$ cat src/design/assert_macros.svh
// Assertion macros for the design files that include them
`ifndef ASSERT_MACROS_SVH
`define ASSERT_MACROS_SVH

// Concurrent assertion with explicit clock and active-low reset
`define ASSERT_CLK(name, clk, rstn, prop, msg) \
  name: assert property (@(posedge clk) disable iff (!(rstn)) (prop)) else $error(msg);

// Concurrent assertion on the usual clk_i / rst_ni pair
`define ASSERT_STD(name, prop, msg) \
  `ASSERT_CLK(name, clk_i, rst_ni, prop, msg)

`endif

$ cat src/design/sgac_pkg.sv
// Types and constants for the steering and gear comparator block
`timescale 1ns / 1ps

package sgac_pkg;

  // Number of players served and width of a player index
  localparam int unsigned PLAYER_COUNT = 4;
  localparam int unsigned PLAYER_W     = 2;
  localparam int unsigned DIAL_W       = 8;
  localparam int unsigned GEAR_SW_W    = 4;
  localparam int unsigned GEAR_W       = 3;
  localparam int unsigned OFFSET_W     = 5;
  localparam int unsigned WDATA_W      = 8;
  localparam int unsigned THRESH_W     = 4;
  localparam int unsigned VALUE_W      = 5;
  localparam int unsigned CMD_W        = 2;
  localparam int unsigned S_TDATA_W    = 32;
  localparam int unsigned M_TDATA_W    = 8;

  // Command codes carried in tuser
  typedef enum logic [CMD_W-1:0] {
    CMD_SAMPLE = 2'd0,
    CMD_WRITE  = 2'd1,
    CMD_READ   = 2'd2
  } cmd_e;

  // Gear switch patterns that select a gear
  localparam logic [GEAR_SW_W-1:0] SW_GEAR1 = 4'b0001;
  localparam logic [GEAR_SW_W-1:0] SW_GEAR2 = 4'b0010;
  localparam logic [GEAR_SW_W-1:0] SW_GEAR3 = 4'b0100;
  localparam logic [GEAR_SW_W-1:0] SW_GEAR4 = 4'b1000;

  // One input item as held in the input register
  typedef struct packed {
    logic [CMD_W-1:0]     command;
    logic [PLAYER_W-1:0]  player;
    logic [DIAL_W-1:0]    dial_position;
    logic [GEAR_SW_W-1:0] gear_switches;
    logic [OFFSET_W-1:0]  address_offset;
    logic [WDATA_W-1:0]   write_data;
  } item_t;

endpackage

$ cat src/design/steering_gear_analog_comparator_top.sv
// Top level of the four-player steering and gear comparator block
`timescale 1ns / 1ps
`include "assert_macros.svh"

// Usage
//   Slave channel s_axis_*: one item per handshake; tuser carries the command
//   (sample, write threshold, read comparator), tdata the item fields.
//   Master channel m_axis_*: one item per read command; tdata bit 0 is
//   comparator_high. Sample and write items give no output item.
//   Items are taken into an input register, processed by short logic that
//   updates the per-player state, and a read result is stored in the output
//   register. Output valid rises as a read item leaves the input register.
//   Throughput is one item per cycle while no read waits on a stalled output;
//   the input register and the output register each hold one item.
//   While the receiver stalls with a result waiting, sample and write items
//   still pass and update state; a read item waits in the input register and
//   s_axis_tready_o drops only then.
//   Reset (rst_ni low, asynchronous) clears all dial positions, directions,
//   flags, gears and the threshold to zero and empties both registers.
module steering_gear_analog_comparator_top (
  input  logic                            clk_i,
  input  logic                            rst_ni,
  input  logic                            s_axis_tvalid_i,
  output logic                            s_axis_tready_o,
  // [1:0] player, [9:2] dial_position, [13:10] gear_switches,
  // [18:14] address_offset, [26:19] write_data, [31:27] zero
  input  logic [sgac_pkg::S_TDATA_W-1:0]  s_axis_tdata_i,
  // [1:0] command
  input  logic [sgac_pkg::CMD_W-1:0]      s_axis_tuser_i,
  output logic                            m_axis_tvalid_o,
  input  logic                            m_axis_tready_i,
  // [0] comparator_high, [7:1] zero
  output logic [sgac_pkg::M_TDATA_W-1:0]  m_axis_tdata_o
);

  // Input register
  logic            in_valid_q;
  sgac_pkg::item_t in_item_q;
  logic            in_adv;
  logic            in_is_read;

  // Per-player state and threshold
  logic [sgac_pkg::DIAL_W-1:0]   last_dial_q [sgac_pkg::PLAYER_COUNT];
  logic                          steer_dir_q [sgac_pkg::PLAYER_COUNT];
  logic                          phase_flag_q[sgac_pkg::PLAYER_COUNT];
  logic [sgac_pkg::GEAR_W-1:0]   gear_q      [sgac_pkg::PLAYER_COUNT];
  logic [sgac_pkg::THRESH_W-1:0] thresh_q;

  // Output register
  logic out_valid_q;
  logic out_cmp_q;
  logic out_cmp_d;

  // Sample decode
  logic                        sample_en;
  logic [sgac_pkg::DIAL_W-1:0] dial_diff;
  logic                        gear_hit;
  logic [sgac_pkg::GEAR_W-1:0] gear_new;

  // Read decode
  logic [sgac_pkg::PLAYER_W-1:0] rd_player;
  logic [sgac_pkg::VALUE_W-1:0]  rd_value;

  // Handshake: an item advances unless it is a read blocked by a full output
  assign in_is_read = (in_item_q.command == sgac_pkg::CMD_READ);
  assign in_adv     = in_valid_q && (!in_is_read || !out_valid_q || m_axis_tready_i);
  assign s_axis_tready_o = !in_valid_q || in_adv;

  always_ff @(posedge clk_i or negedge rst_ni) begin
    if (!rst_ni) begin
      in_valid_q <= 1'b0;
    end else if (s_axis_tready_o) begin
      in_valid_q <= s_axis_tvalid_i;
    end
  end

  // Unpack the item into the input register
  always_ff @(posedge clk_i) begin
    if (s_axis_tready_o && s_axis_tvalid_i) begin
      in_item_q.command        <= s_axis_tuser_i;
      in_item_q.player         <= s_axis_tdata_i[1:0];
      in_item_q.dial_position  <= s_axis_tdata_i[9:2];
      in_item_q.gear_switches  <= s_axis_tdata_i[13:10];
      in_item_q.address_offset <= s_axis_tdata_i[18:14];
      in_item_q.write_data     <= s_axis_tdata_i[26:19];
    end
  end

  // Sample: wrapped dial difference and gear switch decode
  assign sample_en = in_adv && (in_item_q.command == sgac_pkg::CMD_SAMPLE) &&
                     ({1'b0, in_item_q.player} < (sgac_pkg::PLAYER_W+1)'(sgac_pkg::PLAYER_COUNT));
  assign dial_diff = in_item_q.dial_position - last_dial_q[in_item_q.player];

  always_comb begin
    gear_hit = 1'b1;
    gear_new = '0;
    case (in_item_q.gear_switches)
      sgac_pkg::SW_GEAR1: gear_new = sgac_pkg::GEAR_W'(1);
      sgac_pkg::SW_GEAR2: gear_new = sgac_pkg::GEAR_W'(2);
      sgac_pkg::SW_GEAR3: gear_new = sgac_pkg::GEAR_W'(3);
      sgac_pkg::SW_GEAR4: gear_new = sgac_pkg::GEAR_W'(4);
      default:            gear_hit = 1'b0;
    endcase
  end

  // Per-player state update
  always_ff @(posedge clk_i or negedge rst_ni) begin
    if (!rst_ni) begin
      for (int i = 0; i < sgac_pkg::PLAYER_COUNT; i++) begin
        last_dial_q[i]  <= '0;
        steer_dir_q[i]  <= 1'b0;
        phase_flag_q[i] <= 1'b0;
        gear_q[i]       <= '0;
      end
    end else if (sample_en) begin
      last_dial_q[in_item_q.player]  <= in_item_q.dial_position;
      phase_flag_q[in_item_q.player] <= last_dial_q[in_item_q.player][0];
      if (dial_diff != '0) begin
        steer_dir_q[in_item_q.player] <= ~dial_diff[sgac_pkg::DIAL_W-1];
      end
      if (gear_hit) begin
        gear_q[in_item_q.player] <= gear_new;
      end
    end
  end

  // Threshold write
  always_ff @(posedge clk_i or negedge rst_ni) begin
    if (!rst_ni) begin
      thresh_q <= '0;
    end else if (in_adv && (in_item_q.command == sgac_pkg::CMD_WRITE)) begin
      thresh_q <= in_item_q.write_data[sgac_pkg::THRESH_W-1:0];
    end
  end

  // Read: select 4*gear or 8*(flag+direction), compare with threshold
  assign rd_player = in_item_q.address_offset[2:1];

  always_comb begin
    rd_value = '0;
    if ({1'b0, rd_player} < (sgac_pkg::PLAYER_W+1)'(sgac_pkg::PLAYER_COUNT)) begin
      if (in_item_q.address_offset[0]) begin
        rd_value = {gear_q[rd_player], 2'b00};
      end else begin
        rd_value = {(sgac_pkg::VALUE_W-3)'({1'b0, phase_flag_q[rd_player]} +
                                            {1'b0, steer_dir_q[rd_player]}), 3'b000};
      end
    end
    out_cmp_d = (rd_value > {1'b0, thresh_q});
  end

  // Output register
  always_ff @(posedge clk_i or negedge rst_ni) begin
    if (!rst_ni) begin
      out_valid_q <= 1'b0;
    end else if (in_adv && in_is_read) begin
      out_valid_q <= 1'b1;
    end else if (m_axis_tready_i) begin
      out_valid_q <= 1'b0;
    end
  end

  always_ff @(posedge clk_i) begin
    if (in_adv && in_is_read) begin
      out_cmp_q <= out_cmp_d;
    end
  end

  assign m_axis_tvalid_o = out_valid_q;
  assign m_axis_tdata_o  = {(sgac_pkg::M_TDATA_W-1)'(0), out_cmp_q};

  // Assertions
  `ASSERT_STD(a_read_blocked_when_stalled,
              (in_valid_q && in_is_read && out_valid_q && !m_axis_tready_i) |-> !in_adv,
              "read advanced into a stalled output register")
  `ASSERT_STD(a_out_only_from_read,
              (!out_valid_q && !(in_adv && in_is_read)) |=> !out_valid_q,
              "output item appeared without a read")
  `ASSERT_STD(a_thresh_only_on_write,
              !$stable(thresh_q) |-> $past(in_adv && (in_item_q.command == sgac_pkg::CMD_WRITE)),
              "threshold changed without a write")

  for (genvar g = 0; g < sgac_pkg::PLAYER_COUNT; g++) begin : g_gear_chk
    `ASSERT_STD(a_gear_range,
                gear_q[g] <= sgac_pkg::GEAR_W'(4),
                "selected gear out of range")
  end

endmodule
$ cat config.mk
export PLATFORM = sky130hd
export DESIGN_NAME = steering_gear_analog_comparator_top
export DESIGN_NICKNAME = d
export VERILOG_FILES = /design/src/design/sgac_pkg.sv /design/src/design/steering_gear_analog_comparator_top.sv
export VERILOG_INCLUDE_DIRS = /design/src /design/src/design
export SDC_FILE = /design/constraint.sdc
export NUM_CORES = 1
export LEC_CHECK = 0
export ABC_AREA = 1
export BUFFER_PORTS_ARGS = -buffer_cell sky130_fd_sc_hd__buf_2
export CORE_AREA = 2 2 95 97
export DETAILED_ROUTE_END_ITERATION = 10
export DIE_AREA = 0 0 97 99
export PLACE_DENSITY = 0.69
export SLEW_MARGIN = 5
export SYNTH_ARGS = -nofsm -noshare
export SYNTH_HDL_FRONTEND = slang
export SYNTH_SLANG_ARGS = --single-unit
$ cat constraint.sdc
create_clock -name clk_i -period 2.8 [get_ports clk_i]
set_clock_uncertainty 0.1 [all_clocks]
set_input_delay 0.28 -clock clk_i [delete_from_list [all_inputs] [get_ports clk_i]]
set_output_delay 0.28 -clock clk_i [all_outputs]
set_load 0.03 [all_outputs]
==> metrics.md <==
| Metric | Value |
|---|---|
| Post-route DRC | `0` |
| PortBufs | `29` |
| CTS Buffer Depth | `2` |
| Area grow syn2layout | `21.5%` |
| Via Count | `3027` |
| Total Neg Setup Slack | `0 ps` |
| Syn Area/Cell | `9.09 um^2` |
| Synthesized flop and latch total | `82` |
| CP startpoint kind | `register` |
| FILL cells | `754` |
| Full die area | `9600 um^2` |
| Final antenna-violating net count | `0` |
| Final setup viols | `0` |
| Worst slew margin | `64.5%` |
| Starting Density | `44.5%` |
| Worst reg2reg setup slack | `190 ps` |
| Placed cell count | `552` |
| Sequential area share after synthesis | `57.1%` |
| Worst hold slack | `24.4 ps` |
| Clock sink total | `82` |
| Antenna violations before repair | `0` |
| Cell accounting for the most synthesized area | `dfrtp_1` |
| Chip Height | `99 um` |
| Detailed-route wire length | `8070 um` |
| Actual slew at the worst max-slew pin | `532 ps` |
| Synth Instances | `418` |
| Slowest cell on the critical path | `edfxtp_1` |
| Register-to-Register Path Depth | `16` |
| Nets@finish | `533` |
| Reg clk slew, reported paths | `90 ps` |
| FMAX | `383 MHz` |
| Max-capacitance violation count | `0` |
| Clock latency on the worst-skew pair | `360 ps` |
| Reg2reg start | `in_item_q[26]` |
| Cell Pwr Density | `664 nW/um^2` |
| I/O pin count | `48` |
| Critical path's most frequent cell | `nand2_1` |
| Non-Filler Instances | `598` |
| Number of global-route vias before repair | `2794` |
| First-pass iteration count of the detailed router | `4` |
| Final min period | `2610 ps` |
| Critical Path AT | `2760 ps` |
| Row count | `34` |
| Bufs and invs on worst path | `3` |
| Number of vias per cell | `5.06` |
| Die width | `97 um` |
| Commonest non-fill, non-tap cell in the layout | `nand2_1` |
| WP depth | `16` |
| Outcome | `finished clean` |
| Commonest cells after routing, fill and taps aside | `126 x nand2_1, 58 x dfrtp_1, 34 x inv_1` |
| Largest delay contributor family on the critical path | `simple AND/OR/NAND/NOR gates` |
| Fraction of layout cells with a size suffix above 1 | `17.8%` |
| # diodes | `0` |
| Synth top area share | `38.2%` |
| CP endpoint kind | `register` |
| Post-Place Worst Slack | `51.1 ps` |
| Yosys synthesis warning count | `0` |
| Total gr overflow | `0` |
| Period utilisation layout | `93.2%` |
| Largest net degree at the start of global routing | `37` |
| RR Endpoint | `steer_dir_q[0]` |
| Crit path kind | `register to register` |
| Finished Core Util | `54.0%` |
| CTS tree | `done` |
| DR iter-0 viols | `214` |
| Crit. Startpoint | `in_item_q[26]` |
| Leakage | `0.00221 uW` |
| Maximum fanout along the worst path | `8` |
| Syn Std Cell Area | `3800 um^2` |
| Slowest cell delay on critical path | `450 ps` |
| Post-DP HPWL | `5320 um` |
| Hold violation count in the final report | `0` |
| Hold crit path type | `input pin to register` |
| GRT Total Usage | `17.4%` |
| Worst path cell trace | `buf_4, nor2_4, a22o_1, a221oi_2, ha_1, buf_4, nand2_1, inv_1, nand2_1, nand3b_1, nand2_1, nand3_1, nor2_2, nand2_2, nand3_1, nand2_1` |
| Core area | `8550 um^2` |
| Area occupied by multi-input gates | `1440 um^2` |
| Cts bufs inserted | `9` |
| Synth top area cells | `dfrtp_1 38%, edfxtp_1 19%, nand2_1 13%` |
| H-tree levels | `3` |
| Register Area | `2170 um^2` |
| First-pass GRT wire length | `13400 um` |
| Critical path destination | `steer_dir_q[0]` |
| Avg WL per Cell | `13.5 um` |
| Cell variety after synth | `32` |
| Final GP Congestion | `0.794` |
| Maximum VDD drop | `444 uV` |
| Critical path required time | `2950 ps` |
| Setup ws final | `191 ps` |
| Clock Root Buffer | `clkbuf_8` |
| Max Slew Vio Count | `0` |
## worst min path at each step
stage               startpoint    endpoint  slack, ps  depth (start not counted)
2_1_floorplan           rst_ni   gear_q[0]       -120                          0
3_5_place_dp            rst_ni   gear_q[0]        180                          2
5_1_grt        s_axis_tvalid_i  in_valid_q         40                          3
3_3_place_gp            rst_ni   gear_q[0]        180                          2
4_1_cts        s_axis_tvalid_i  in_valid_q         20                          3
6_report       s_axis_tvalid_i  in_valid_q         20                          3
## kinds of logic (layout without fill, tap and decap cells)
logic type | after synthesis | in the layout | share of synthesized area, %
AOI/OAI and AO/OA | 85 | 85 | 13.0
adders and majority gates | 10 | 10 | 3.29
buffers and inverters | 61 | 127 | 6.98
DFF | 82 | 82 | 57.1
muxes | 2 | 2 | 0.592
other | 1 | 7 | 0.0987
and+or+nand+nor | 177 | 177 | 18.9
## synthesized netlist by cell type, drive strengths merged
library cell	count
buf	13
a221oi	6
or2	1
a31oi	2
inv	42
ha	10
nand2	129
a311oi	1
a21oi	14
clkinv	1
nand4	2
mux2	2
nand3	14
conb	1
a22oi	1
nand3b	2
dfrtp	58
o22ai	4
o31ai	1
o21ai	49
edfxtp	24
nor2	26
nor4	2
nor3	1
a22o	7
clkbuf	5
## state kept, by name, summed over array words and instances (netlist names)
name             count
in_item_q           23
out_cmp_q            1
phase_flag_q         4
m_axis_tvalid_o      1
last_dial_q         32
gear_q              12
thresh_q             4
steer_dir_q          4
in_valid_q           1
## area by class of cell
cell class | count | share of cell area [%]
inverters | 43 | 3.50
well taps | 108 | 2.93
multi-input cells | 281 | 31.2
clock inverters | 7 | 1.82
clock buffers | 9 | 2.68
repair buffers | 68 | 10.8
flip-flops and latches | 82 | 47.0
## report_power, final
group | internal (uW) | switching, uW
logic | 271 | 354
registers | 1420 | 111
clock network | 429 | 475
## through the flow
| stage | power, uW | cell area [um^2] |
|---|---|---|
| CTS | 3030 | 4520 |
| detailed placement | 2110 | 4070 |
| global placement | 2080 | 4070 |
| finish | 3060 | 4620 |
| global route | 3250 | 4620 |
| floorplan | 1950 | 3820 |
## routing by layer
metal | global-route usage [%] | routed length, um | vias up
met3 | 2.34 | 373 | 13
li1 | - | - | 1512
met4 | 6.83 | 153 | 0
met1 | 24.0 | 3640 | 1427
met2 | 28.0 | 3900 | 75
met5 | 0 | 0 | -
## tightest hold or removal path: stages
cell and delay, ps:
buf_2 70, inv_1 50, nand2_1 60
## repair_timing
| item | in CTS | in global routing |
|---|---|---|
| hold buffers | 24 | 0 |
| endpoints found under the setup margin | 0 | 4 |
| hold endpoints to repair | 81 | 0 |
| setup buffers | 0 | 6 |
| gates resized for setup | 0 | 11 |
Power figures use the tool's default switching activity.
